`src/sv/wildcard_capture_matcher_top_assert.svh`:
```
// Assertion macros for the wildcard capture matcher top level.
// Both macros expect signals named clk and rst in the enclosing scope.
`ifndef WILDCARD_CAPTURE_MATCHER_TOP_ASSERT_SVH
`define WILDCARD_CAPTURE_MATCHER_TOP_ASSERT_SVH

// Same-cycle implication.
`define WCM_ASSERT_SAME(label, ante, cons, msg) \
  label: assert property (@(posedge clk) disable iff (rst) (ante) |-> (cons)) \
    else $error(msg);

// Next-cycle implication.
`define WCM_ASSERT_NEXT(label, ante, cons, msg) \
  label: assert property (@(posedge clk) disable iff (rst) (ante) |=> (cons)) \
    else $error(msg);

`endif

```
`src/sv/wcm_pkg.sv`:
```
// ----------------------------------------------------------------------------
// wcm_pkg
// Constants, types and helpers shared by the wildcard capture matcher files.
// ----------------------------------------------------------------------------
package wcm_pkg;

  localparam int PATTERN_MAX   = 16;
  localparam int CAPTURE_MAX   = 32;
  localparam int POSITION_BITS = 16;

  localparam int CHAR_W    = 8;
  localparam int END_W     = 16;
  localparam int REG_W     = 64;
  localparam int LEN_W     = 5;
  localparam int OFS_W     = 16;
  localparam int REG_IDX_W = 2;

  localparam int PAT_CNT_W = $clog2(PATTERN_MAX + 1);
  localparam int PAT_IDX_W = $clog2(PATTERN_MAX);
  localparam int CNT_W     = $clog2(CAPTURE_MAX + 1);
  localparam int CAP_IDX_W = (CAPTURE_MAX > 1) ? $clog2(CAPTURE_MAX) : 1;
  localparam int RAM_DEPTH = 2 * (2 ** CAP_IDX_W);
  localparam int RAM_ADDR_W = CAP_IDX_W + 1;
  localparam int QUEUE_DEPTH = 2;
  localparam int Q_PTR_W   = $clog2(QUEUE_DEPTH);
  localparam int Q_CNT_W   = $clog2(QUEUE_DEPTH + 1);

  localparam logic [POSITION_BITS-1:0] POS_MAX = '1;

  localparam logic [CHAR_W-1:0] SKIP_MARK = 8'h2A;
  localparam logic [CHAR_W-1:0] CAPT_MARK = 8'h40;

  typedef enum logic [REG_IDX_W-1:0] {
    REG_PAT_LOW  = 2'd0,
    REG_PAT_HIGH = 2'd1,
    REG_PAT_LEN  = 2'd2,
    REG_START    = 2'd3
  } reg_idx_t;

  // One finished run handed from the matcher to the result side.
  typedef struct packed {
    logic             found;
    logic             empty;
    logic             trunc;
    logic [END_W-1:0] endp;
    logic [CNT_W-1:0] count;
    logic             bank;
  } run_desc_t;

  // Capture bank freed by the result side.
  typedef struct packed {
    logic valid;
    logic bank;
  } bank_rel_t;

  function automatic logic [PAT_CNT_W-1:0] pat_len(input logic [LEN_W-1:0] n);
    logic [PAT_CNT_W-1:0] r;
    if (n == '0) begin
      r = PAT_CNT_W'(1);
    end else if (int'(n) > PATTERN_MAX) begin
      r = PAT_CNT_W'(PATTERN_MAX);
    end else begin
      r = PAT_CNT_W'(n);
    end
    return r;
  endfunction

endpackage

```
`src/sv/wildcard_capture_matcher_top.sv`:
```
// ----------------------------------------------------------------------------
// wildcard_capture_matcher_top
// Wildcard pattern matcher with capture over a character stream.
//
// Channel   Direction  Handshake        Words
// input     in         push / full      text_char, first_char, last_char
// result    out        pop / empty      capture_char .. run_last
// config    in         wr_en            wr_index, wr_data
//
// A character is held while the stepper in wcm_front runs its pattern steps
// (markers, skip/capture tests, one restart); a character of a text that
// already gave its result is taken without any pattern step.
// A result word is loaded once its RAM read is back and the next read
// starts after the pop, so a new word is not read before the last is popped.
// Reset is synchronous; the capture RAM is not cleared and needs no sweep.
// full holds while a character is in work, the run queue is full, or the
// capture bank in use still holds a run not yet delivered.
// ----------------------------------------------------------------------------
module wildcard_capture_matcher_top (
  input  logic                             clk,
  input  logic                             rst,
  input  logic                             push,
  output logic                             full,
  input  logic [wcm_pkg::CHAR_W-1:0]       text_char,
  input  logic                             first_char,
  input  logic                             last_char,
  output logic                             empty,
  input  logic                             pop,
  output logic [wcm_pkg::CHAR_W-1:0]       capture_char,
  output logic                             match_found,
  output logic                             capture_empty,
  output logic                             capture_truncated,
  output logic [wcm_pkg::END_W-1:0]        end_position,
  output logic                             run_last,
  input  logic                             wr_en,
  input  logic [wcm_pkg::REG_IDX_W-1:0]    wr_index,
  input  logic [wcm_pkg::REG_W-1:0]        wr_data
);

  import wcm_pkg::*;

  `include "wildcard_capture_matcher_top_assert.svh"

  logic                  enq;
  run_desc_t             enq_desc;
  logic                  deq;
  run_desc_t             head;
  logic                  q_full;
  logic                  q_empty;
  bank_rel_t             rel;
  logic                  cap_we;
  logic [RAM_ADDR_W-1:0] cap_waddr;
  logic [CHAR_W-1:0]     cap_wdata;
  logic [RAM_ADDR_W-1:0] cap_raddr;
  logic [CHAR_W-1:0]     cap_rdata;

  wcm_front u_front (
    .clk       (clk),
    .rst       (rst),
    .push      (push),
    .full      (full),
    .text_char (text_char),
    .first_char(first_char),
    .last_char (last_char),
    .wr_en     (wr_en),
    .wr_index  (wr_index),
    .wr_data   (wr_data),
    .q_full    (q_full),
    .rel       (rel),
    .enq       (enq),
    .enq_desc  (enq_desc),
    .cap_we    (cap_we),
    .cap_waddr (cap_waddr),
    .cap_wdata (cap_wdata)
  );

  wcm_queue u_queue (
    .clk     (clk),
    .rst     (rst),
    .enq     (enq),
    .enq_desc(enq_desc),
    .deq     (deq),
    .head    (head),
    .q_full  (q_full),
    .q_empty (q_empty)
  );

  wcm_ram #(
    .WIDTH(CHAR_W),
    .DEPTH(RAM_DEPTH)
  ) u_cap_ram (
    .clk  (clk),
    .we   (cap_we),
    .waddr(cap_waddr),
    .wdata(cap_wdata),
    .raddr(cap_raddr),
    .rdata(cap_rdata)
  );

  wcm_back u_back (
    .clk              (clk),
    .rst              (rst),
    .head             (head),
    .q_empty          (q_empty),
    .deq              (deq),
    .rel              (rel),
    .cap_raddr        (cap_raddr),
    .cap_rdata        (cap_rdata),
    .empty            (empty),
    .pop              (pop),
    .capture_char     (capture_char),
    .match_found      (match_found),
    .capture_empty    (capture_empty),
    .capture_truncated(capture_truncated),
    .end_position     (end_position),
    .run_last         (run_last)
  );

  `WCM_ASSERT_SAME(a_full_on_queue_full, q_full, full, "queue full but input open")
  `WCM_ASSERT_SAME(a_enq_has_room, enq, !q_full, "run posted into a full queue")
  `WCM_ASSERT_SAME(a_deq_has_run, deq, !q_empty, "run taken from an empty queue")
  `WCM_ASSERT_NEXT(a_enq_visible, enq, !q_empty, "posted run not visible")

endmodule

```
`src/sv/wcm_ram.sv`:
```
// ----------------------------------------------------------------------------
// wcm_ram
// Generic single-write, single-read RAM with registered read data.
// ----------------------------------------------------------------------------
module wcm_ram #(
  parameter int WIDTH = 8,
  parameter int DEPTH = 64
) (
  input  logic                     clk,
  input  logic                     we,
  input  logic [$clog2(DEPTH)-1:0] waddr,
  input  logic [WIDTH-1:0]         wdata,
  input  logic [$clog2(DEPTH)-1:0] raddr,
  output logic [WIDTH-1:0]         rdata
);

  logic [WIDTH-1:0] mem [DEPTH];

  always_ff @(posedge clk) begin
    if (we) begin
      mem[waddr] <= wdata;
    end
    rdata <= mem[raddr];
  end

endmodule

```
`src/sv/wcm_front.sv`:
```
// ----------------------------------------------------------------------------
// wcm_front
// Configuration registers, text position and the pattern stepper. Takes one
// character, runs pattern steps one per cycle, writes captured characters and
// posts a run descriptor when a match or the end of the text is reached.
// ----------------------------------------------------------------------------
module wcm_front (
  input  logic                                 clk,
  input  logic                                 rst,
  input  logic                                 push,
  output logic                                 full,
  input  logic [wcm_pkg::CHAR_W-1:0]           text_char,
  input  logic                                 first_char,
  input  logic                                 last_char,
  input  logic                                 wr_en,
  input  logic [wcm_pkg::REG_IDX_W-1:0]        wr_index,
  input  logic [wcm_pkg::REG_W-1:0]            wr_data,
  input  logic                                 q_full,
  input  wcm_pkg::bank_rel_t                   rel,
  output logic                                 enq,
  output wcm_pkg::run_desc_t                   enq_desc,
  output logic                                 cap_we,
  output logic [wcm_pkg::RAM_ADDR_W-1:0]       cap_waddr,
  output logic [wcm_pkg::CHAR_W-1:0]           cap_wdata
);

  import wcm_pkg::*;

  typedef enum logic [1:0] {
    F_IDLE = 2'b01,
    F_STEP = 2'b10
  } front_state_t;

  front_state_t state;

  logic [REG_W-1:0]  pat_low;
  logic [REG_W-1:0]  pat_high;
  logic [LEN_W-1:0]  pat_length;
  logic [OFS_W-1:0]  start_offset;

  logic [CHAR_W-1:0]        ch;
  logic                     lastc;
  logic [POSITION_BITS-1:0] pos;
  logic [POSITION_BITS-1:0] text_position;
  logic                     matched_done;
  logic                     run;
  logic                     consumed;
  logic [PAT_CNT_W-1:0]     idx;
  logic                     skipping;
  logic                     capturing;
  logic                     overflowed;
  logic [CNT_W-1:0]         count;
  logic                     bank;
  logic [1:0]               bank_busy;
  logic [1:0]               bank_busy_next;

  logic [2*REG_W-1:0]       pattern;
  logic [PAT_CNT_W-1:0]     len;
  logic [CHAR_W-1:0]        p;
  logic                     is_skip;
  logic                     is_capt;
  logic                     hit;
  logic                     step_go;
  logic                     finish;
  logic                     matched;
  logic                     accept;
  logic                     cap_room;
  logic [POSITION_BITS-1:0] pos_cur;
  logic                     done_eff;
  logic [POSITION_BITS-1:0] endp_full;

  // Configuration registers.
  always_ff @(posedge clk) begin
    if (rst) begin
      pat_low      <= '0;
      pat_high     <= '0;
      pat_length   <= LEN_W'(1);
      start_offset <= '0;
    end else if (wr_en) begin
      unique case (reg_idx_t'(wr_index))
        REG_PAT_LOW:  pat_low      <= wr_data;
        REG_PAT_HIGH: pat_high     <= wr_data;
        REG_PAT_LEN:  pat_length   <= wr_data[LEN_W-1:0];
        REG_START:    start_offset <= wr_data[OFS_W-1:0];
        default:      ;
      endcase
    end
  end

  always_comb begin
    pattern  = {pat_high, pat_low};
    len      = pat_len(pat_length);
    p        = pattern[idx[PAT_IDX_W-1:0]*CHAR_W +: CHAR_W];
    is_skip  = (p == SKIP_MARK);
    is_capt  = (p == CAPT_MARK);
    hit      = (ch == p);
    step_go  = (state == F_STEP) && run && !consumed && (idx < len);
    finish   = (state == F_STEP) && !step_go;
    matched  = run && (idx >= len);
    cap_room = (count < CNT_W'(CAPTURE_MAX));
    accept   = push && !full;
    pos_cur  = first_char ? '0 : text_position;
    done_eff = first_char ? 1'b0 : matched_done;
    endp_full = (consumed && (pos != POS_MAX)) ? pos + POSITION_BITS'(1) : pos;
  end

  // Free a bank once its run is delivered, claim the current one on a match.
  always_comb begin
    bank_busy_next = bank_busy;
    if (rel.valid) begin
      bank_busy_next[rel.bank] = 1'b0;
    end
    if (finish && matched) begin
      bank_busy_next[bank] = 1'b1;
    end
  end

  assign full = (state != F_IDLE) || q_full || bank_busy[bank];

  assign cap_we    = step_go && !is_skip && !is_capt && !skipping && capturing &&
                     !hit && cap_room;
  assign cap_waddr = {bank, count[CAP_IDX_W-1:0]};
  assign cap_wdata = ch;

  assign enq = finish && (matched || lastc);
  always_comb begin
    enq_desc.found = matched;
    enq_desc.empty = matched && (count == '0);
    enq_desc.trunc = matched && overflowed;
    enq_desc.endp  = matched ? END_W'(endp_full) : '0;
    enq_desc.count = matched ? count : '0;
    enq_desc.bank  = bank;
  end

  // Character payload.
  always_ff @(posedge clk) begin
    if ((state == F_IDLE) && accept) begin
      ch    <= text_char;
      lastc <= last_char;
      pos   <= pos_cur;
    end
  end

  always_ff @(posedge clk) begin
    if (rst) begin
      state         <= F_IDLE;
      text_position <= '0;
      matched_done  <= 1'b0;
      run           <= 1'b0;
      consumed      <= 1'b0;
      idx           <= '0;
      skipping      <= 1'b0;
      capturing     <= 1'b0;
      overflowed    <= 1'b0;
      count         <= '0;
      bank          <= 1'b0;
      bank_busy     <= '0;
    end else begin
      bank_busy <= bank_busy_next;
      unique case (state)
        F_IDLE: begin
          if (accept) begin
            if (first_char) begin
              idx        <= '0;
              skipping   <= 1'b0;
              capturing  <= 1'b0;
              count      <= '0;
              overflowed <= 1'b0;
            end
            text_position <= (pos_cur != POS_MAX) ? pos_cur + POSITION_BITS'(1) : pos_cur;
            matched_done  <= done_eff;
            consumed      <= 1'b0;
            run           <= (pos_cur >= POSITION_BITS'(start_offset));
            // A text that already gave its result ignores the character.
            if (!done_eff) begin
              state <= F_STEP;
            end
          end
        end
        F_STEP: begin
          if (step_go) begin
            priority if (is_skip) begin
              skipping <= 1'b1;
              idx      <= idx + PAT_CNT_W'(1);
            end else if (is_capt) begin
              capturing <= 1'b1;
              idx       <= idx + PAT_CNT_W'(1);
            end else if (skipping) begin
              if (hit) skipping <= 1'b0;
              else     consumed <= 1'b1;
            end else if (capturing) begin
              if (hit) begin
                capturing <= 1'b0;
              end else begin
                if (cap_room) count <= count + CNT_W'(1);
                else          overflowed <= 1'b1;
                consumed <= 1'b1;
              end
            end else if (hit) begin
              idx      <= idx + PAT_CNT_W'(1);
              consumed <= 1'b1;
            end else if (idx == '0) begin
              consumed <= 1'b1;
            end else begin
              // Literal mismatch: restart the pattern on this character.
              idx        <= '0;
              skipping   <= 1'b0;
              capturing  <= 1'b0;
              count      <= '0;
              overflowed <= 1'b0;
            end
          end else begin
            state <= F_IDLE;
            if (matched) begin
              matched_done <= 1'b1;
              bank         <= ~bank;
            end else if (lastc) begin
              matched_done <= 1'b1;
            end
          end
        end
        default: state <= F_IDLE;
      endcase
    end
  end

endmodule

```
`src/sv/wcm_queue.sv`:
```
// ----------------------------------------------------------------------------
// wcm_queue
// Short queue of run descriptors between the matcher and the result side.
// ----------------------------------------------------------------------------
module wcm_queue (
  input  logic               clk,
  input  logic               rst,
  input  logic               enq,
  input  wcm_pkg::run_desc_t enq_desc,
  input  logic               deq,
  output wcm_pkg::run_desc_t head,
  output logic               q_full,
  output logic               q_empty
);

  import wcm_pkg::*;

  run_desc_t           entries [QUEUE_DEPTH];
  logic [Q_PTR_W-1:0]  wr_ptr;
  logic [Q_PTR_W-1:0]  rd_ptr;
  logic [Q_CNT_W-1:0]  fill;

  assign head    = entries[rd_ptr];
  assign q_full  = (fill == Q_CNT_W'(QUEUE_DEPTH));
  assign q_empty = (fill == '0);

  always_ff @(posedge clk) begin
    if (enq) begin
      entries[wr_ptr] <= enq_desc;
    end
  end

  always_ff @(posedge clk) begin
    if (rst) begin
      wr_ptr <= '0;
      rd_ptr <= '0;
      fill   <= '0;
    end else begin
      if (enq) begin
        wr_ptr <= (int'(wr_ptr) == QUEUE_DEPTH - 1) ? '0 : wr_ptr + Q_PTR_W'(1);
      end
      if (deq) begin
        rd_ptr <= (int'(rd_ptr) == QUEUE_DEPTH - 1) ? '0 : rd_ptr + Q_PTR_W'(1);
      end
      priority if (enq && !deq) fill <= fill + Q_CNT_W'(1);
      else if (deq && !enq)     fill <= fill - Q_CNT_W'(1);
    end
  end

endmodule

```
`src/sv/wcm_back.sv`:
```
// ----------------------------------------------------------------------------
// wcm_back
// Result side: walks the head run descriptor, reads captured characters from
// the capture RAM and holds one result word in an output register.
// ----------------------------------------------------------------------------
module wcm_back (
  input  logic                               clk,
  input  logic                               rst,
  input  wcm_pkg::run_desc_t                 head,
  input  logic                               q_empty,
  output logic                               deq,
  output wcm_pkg::bank_rel_t                 rel,
  output logic [wcm_pkg::RAM_ADDR_W-1:0]     cap_raddr,
  input  logic [wcm_pkg::CHAR_W-1:0]         cap_rdata,
  output logic                               empty,
  input  logic                               pop,
  output logic [wcm_pkg::CHAR_W-1:0]         capture_char,
  output logic                               match_found,
  output logic                               capture_empty,
  output logic                               capture_truncated,
  output logic [wcm_pkg::END_W-1:0]          end_position,
  output logic                               run_last
);

  import wcm_pkg::*;

  logic             out_valid;
  logic             rd_pend;
  logic [CNT_W-1:0] k;
  logic             issue;
  logic             last_item;

  assign issue     = !out_valid && !rd_pend && !q_empty;
  assign last_item = (head.count == '0) || ((k + CNT_W'(1)) == head.count);
  assign deq       = rd_pend && last_item;
  assign cap_raddr = {head.bank, k[CAP_IDX_W-1:0]};
  assign empty     = !out_valid;

  always_comb begin
    rel.valid = deq && head.found;
    rel.bank  = head.bank;
  end

  always_ff @(posedge clk) begin
    if (rst) begin
      out_valid <= 1'b0;
      rd_pend   <= 1'b0;
      k         <= '0;
    end else begin
      if (pop && out_valid) begin
        out_valid <= 1'b0;
      end
      if (rd_pend) begin
        rd_pend   <= 1'b0;
        out_valid <= 1'b1;
        k         <= last_item ? '0 : k + CNT_W'(1);
      end else if (issue) begin
        rd_pend <= 1'b1;
      end
    end
  end

  // Load the result word once the RAM read data is back.
  always_ff @(posedge clk) begin
    if (rd_pend) begin
      capture_char      <= (head.found && !head.empty) ? cap_rdata : '0;
      match_found       <= head.found;
      capture_empty     <= head.empty;
      capture_truncated <= head.trunc;
      end_position      <= head.endp;
      run_last          <= last_item;
    end
  end

endmodule
```
`config.mk`:
```
export PLATFORM = sky130hd
export DESIGN_NAME = wildcard_capture_matcher_top
export DESIGN_NICKNAME = d
export VERILOG_FILES = /design/src/sv/wcm_pkg.sv /design/src/sv/wildcard_capture_matcher_top.sv /design/src/sv/wcm_ram.sv /design/src/sv/wcm_front.sv /design/src/sv/wcm_queue.sv /design/src/sv/wcm_back.sv
export VERILOG_INCLUDE_DIRS = /design/src /design/src/sv
export SDC_FILE = /design/constraint.sdc
export NUM_CORES = 1
export LEC_CHECK = 0
export BUFFER_PORTS_ARGS = -buffer_cell sky130_fd_sc_hd__buf_2
export CORE_MARGIN = 2
export CORE_UTILIZATION = 50
export DETAILED_ROUTE_END_ITERATION = 8
export PLACE_DENSITY = 0.66
export SETUP_SLACK_MARGIN = 0.1
export SLEW_MARGIN = 20
export SYNTH_ARGS = -nofsm -noshare
export SYNTH_HDL_FRONTEND = slang
export SYNTH_SLANG_ARGS = --single-unit
```
`constraint.sdc`:
```
create_clock -name clk -period 5.05 [get_ports clk]
set_clock_uncertainty 0.2 [all_clocks]
set_input_delay 1.01 -clock clk [delete_from_list [all_inputs] [get_ports clk]]
set_output_delay 1.01 -clock clk [all_outputs]
set_load 0.03 [all_outputs]
```
==> flow_metrics.tcl <==
set metrics [dict create \
    final_nets 2505 \
    yosysUniqueCellTypes 73 \
    drtIter0Drc 1903 \
    detail-route-antenna-nets 0 \
    cts_root_buf "clkbuf_16" \
    critical_path_class "reg -> reg" \
    multiInputGateArea_mm2 0.01044 \
    insertion_delay_ps 630 \
    cts_tree "yes" \
    grt_overflow 0 \
    tns_ps 0 \
    cts_sinks 825 \
    h-tree-depth 3 \
    worst_pin_slew_ps 1090 \
    rrSetupSlack_ps 430 \
    grt_pass1_vias 19890 \
    path_max_fanout 18 \
    fin_crit_sh_pct 91.57 \
    dp_hpwl_um 53120 \
    synth_edf_count 617 \
    drt_first_pass_iters 7 \
    status "completed" \
    routed_wl_um 81640 \
    final_hold_viol_count 0 \
    drv_cap 0 \
    grt_setup_unrepaired "no" \
    cts_setup_buffers 0 \
    cts_buffers 84 \
    netlist_instances 2262 \
    numPortBuffers 110 \
    worstPathRequired_ps 5100 \
    hold_start "u_front.pat_high[0]$_SDFFE_PP0P_" \
    core-area_mm2 0.06704 \
    placed_cell_area_mm2 0.03542 \
    power.leakage_nw 12.30 \
    ys_warn_count 0 \
    peakVddDrop_mv 0.2569 \
    arrival_ps 4670 \
    nFillCells 5237 \
    min_path_cells 2 \
    final_cell_area_mm2 0.03827 \
    hold_class "reg -> reg" \
    antenna_found_initial 3 \
    layout.cells.most_common "edfxtp_1" \
    maxSlewHeadroom_pct 27.36 \
    die_w_um 263.9 \
    max_freq_mhz 216.2 \
    gp_congestion 0.8778 \
    area_growth_pct 13.28 \
    avgSynthCellArea_um2 14.93 \
    drc_errors 0 \
    die_height_um 263.9 \
    wl_per_cell_um 24.46 \
    io_pins 111 \
    ys_seq_elements 825 \
    finalSetupViolCount 0 \
    syn_area_mm2 0.03378 \
    start_util_pct 50.39 \
    start_kind "flop" \
    holdBufCountCts 0 \
    final_layout_size_suffix_gt1_share_pct 22.27 \
    p_per_area_mw_per_mm2 372.7 \
    synth_nets 2372 \
    r2r_start "u_front.idx[1]$_SDFFE_PP0P_" \
    rows 95 \
    ys_seq_area_share_pct 67.17 \
    seq_area_mm2 0.02270 \
    synth_top_flop_cell "edfxtp_1" \
    grt_pass1_wl_um 123200 \
    critPathCaptureType "flop" \
    grt_max_degree 133 \
    report.final.slew_viol_count 0 \
    cts.repair.resized 0 \
    ff2ff_path_depth 8 \
    num_antenna_cells 0 \
    hold_path_end "u_front.pat_high[0]$_SDFFE_PP0P_" \
    dr_total_vias 19890 \
    final_util_pct 57.08 \
    min_period_ps 4624 \
    clk_pin_slew_ps 60 \
    reg2reg_to "u_cap_ram.mem[22][6]$_DFFE_PP_" \
    clock_path_buffers 3 \
    track_usage_pct 23.47 \
    vias_per_cell 5.957 \
    final_cell_mix "edfxtp_1 (617), nand2_1 (360), dfxtp_1 (202)" \
    async_flop_share_pct 0 \
    dieArea_mm2 0.06966 \
]
[through the flow]
stage / total power, mW / cells / worst slack [ps] / hold slack (ps)
detailed placement: 8.047 / 3182 / 520.2 / 248.9
finish: 14.26 / 3338 / 425.6 / 254.3
floorplan: 7.821 / 2262 / 1074 / 222.4
CTS: 14.35 / 3338 / 482.8 / 256.5
global route: 14.67 / 3338 / 156.0 / 272.0
global placement: 8.038 / 3182 / 582.7 / 242.8
[sequential cells by signal, indices dropped and copies added (netlist names), 16 cells and up, named ones only]
register	cells
u_front.text_position	16
u_front.start_offset	16
u_front.pat_low	64
u_back.end_position	16
u_front.pos	16
u_front.pat_high	64
u_queue.entries	52
u_cap_ram.mem	512
[worst max-delay path: stages (launching register included)]
cell	delay (ps)
dfxtp_2	610
mux2_1	370
mux4_2	510
a221oi_1	410
inv_1	110
a31o_1	280
a2bb2oi_2	480
nand4_4	560
nor2_1	720
[final cells by class]
class                           instances  share of cell area [%]
Clock buffer                          108                   5.970
Clock inverter                         48                   1.465
Inverter                               39                  0.3825
Multi-Input combinational cell       1271                   27.29
Sequential cell                       825                   59.33
Tap cell                              873                   2.854
Timing Repair Buffer                  174                   2.710
[how the worst max path moves through the flow]
stage                                      from                              to  slack, ps  cells past startpoint
floorplan           u_front.idx[0]$_SDFFE_PP0P_  u_cap_ram.mem[16][0]$_DFFE_PP_       1070                     11
global placement    u_front.idx[1]$_SDFFE_PP0P_  u_cap_ram.mem[50][2]$_DFFE_PP_        580                      8
detailed placement  u_front.idx[1]$_SDFFE_PP0P_  u_cap_ram.mem[22][5]$_DFFE_PP_        520                      8
CTS                 u_front.idx[1]$_SDFFE_PP0P_  u_cap_ram.mem[22][7]$_DFFE_PP_        480                      8
global route        u_front.idx[1]$_SDFFE_PP0P_  u_cap_ram.mem[22][5]$_DFFE_PP_        160                      8
finish              u_front.idx[1]$_SDFFE_PP0P_  u_cap_ram.mem[22][6]$_DFFE_PP_        430                      8
[cells in the mapped netlist (all sizes together) (32+ instances only)]
cell type	number	area, µm²
a21oi	174	870.8
nor2	134	503.0
buf	40	191.4
nand2	360	1351
mux4	196	4414
nor2b	32	200.2
inv	36	135.1
mux2i	35	366.6
clkbuf	87	326.6
dfxtp	208	4164
edfxtp	617	18530
[cells by family (layout without fill, tap and decap cells)]
family	after synthesis	count (layout)	share of synthesized area, %
buf+inv	166	369	1.967
fa+ha+maj	29	29	1.074
simple gates	668	668	8.789
xor+xnor	45	45	1.167
mux	259	259	15.09
compound gates	270	270	4.748
flops	825	825	67.17
[layer usage]
metal  global-route usage (%)  share of wire, %  wire length, µm  up-vias
li1                         -                 -                -     8818
met1                    30.24                39            32120    10140
met2                    41.32                52            42330      784
met3                    3.766               6.2             5035      140
met4                    6.511               2.6             2147        0
met5                        0                 0                0        -
[power breakdown]
part | leakage, nW | internal, mW | total [mW] | switching (mW)
Clock | 1.38 | 3.78 | 6.36 | 2.59
Combinational | 3.68 | 0.149 | 0.483 | 0.334
Sequential | 7.24 | 7.36 | 7.42 | 0.0574
(Power assumes the default switching activity.)
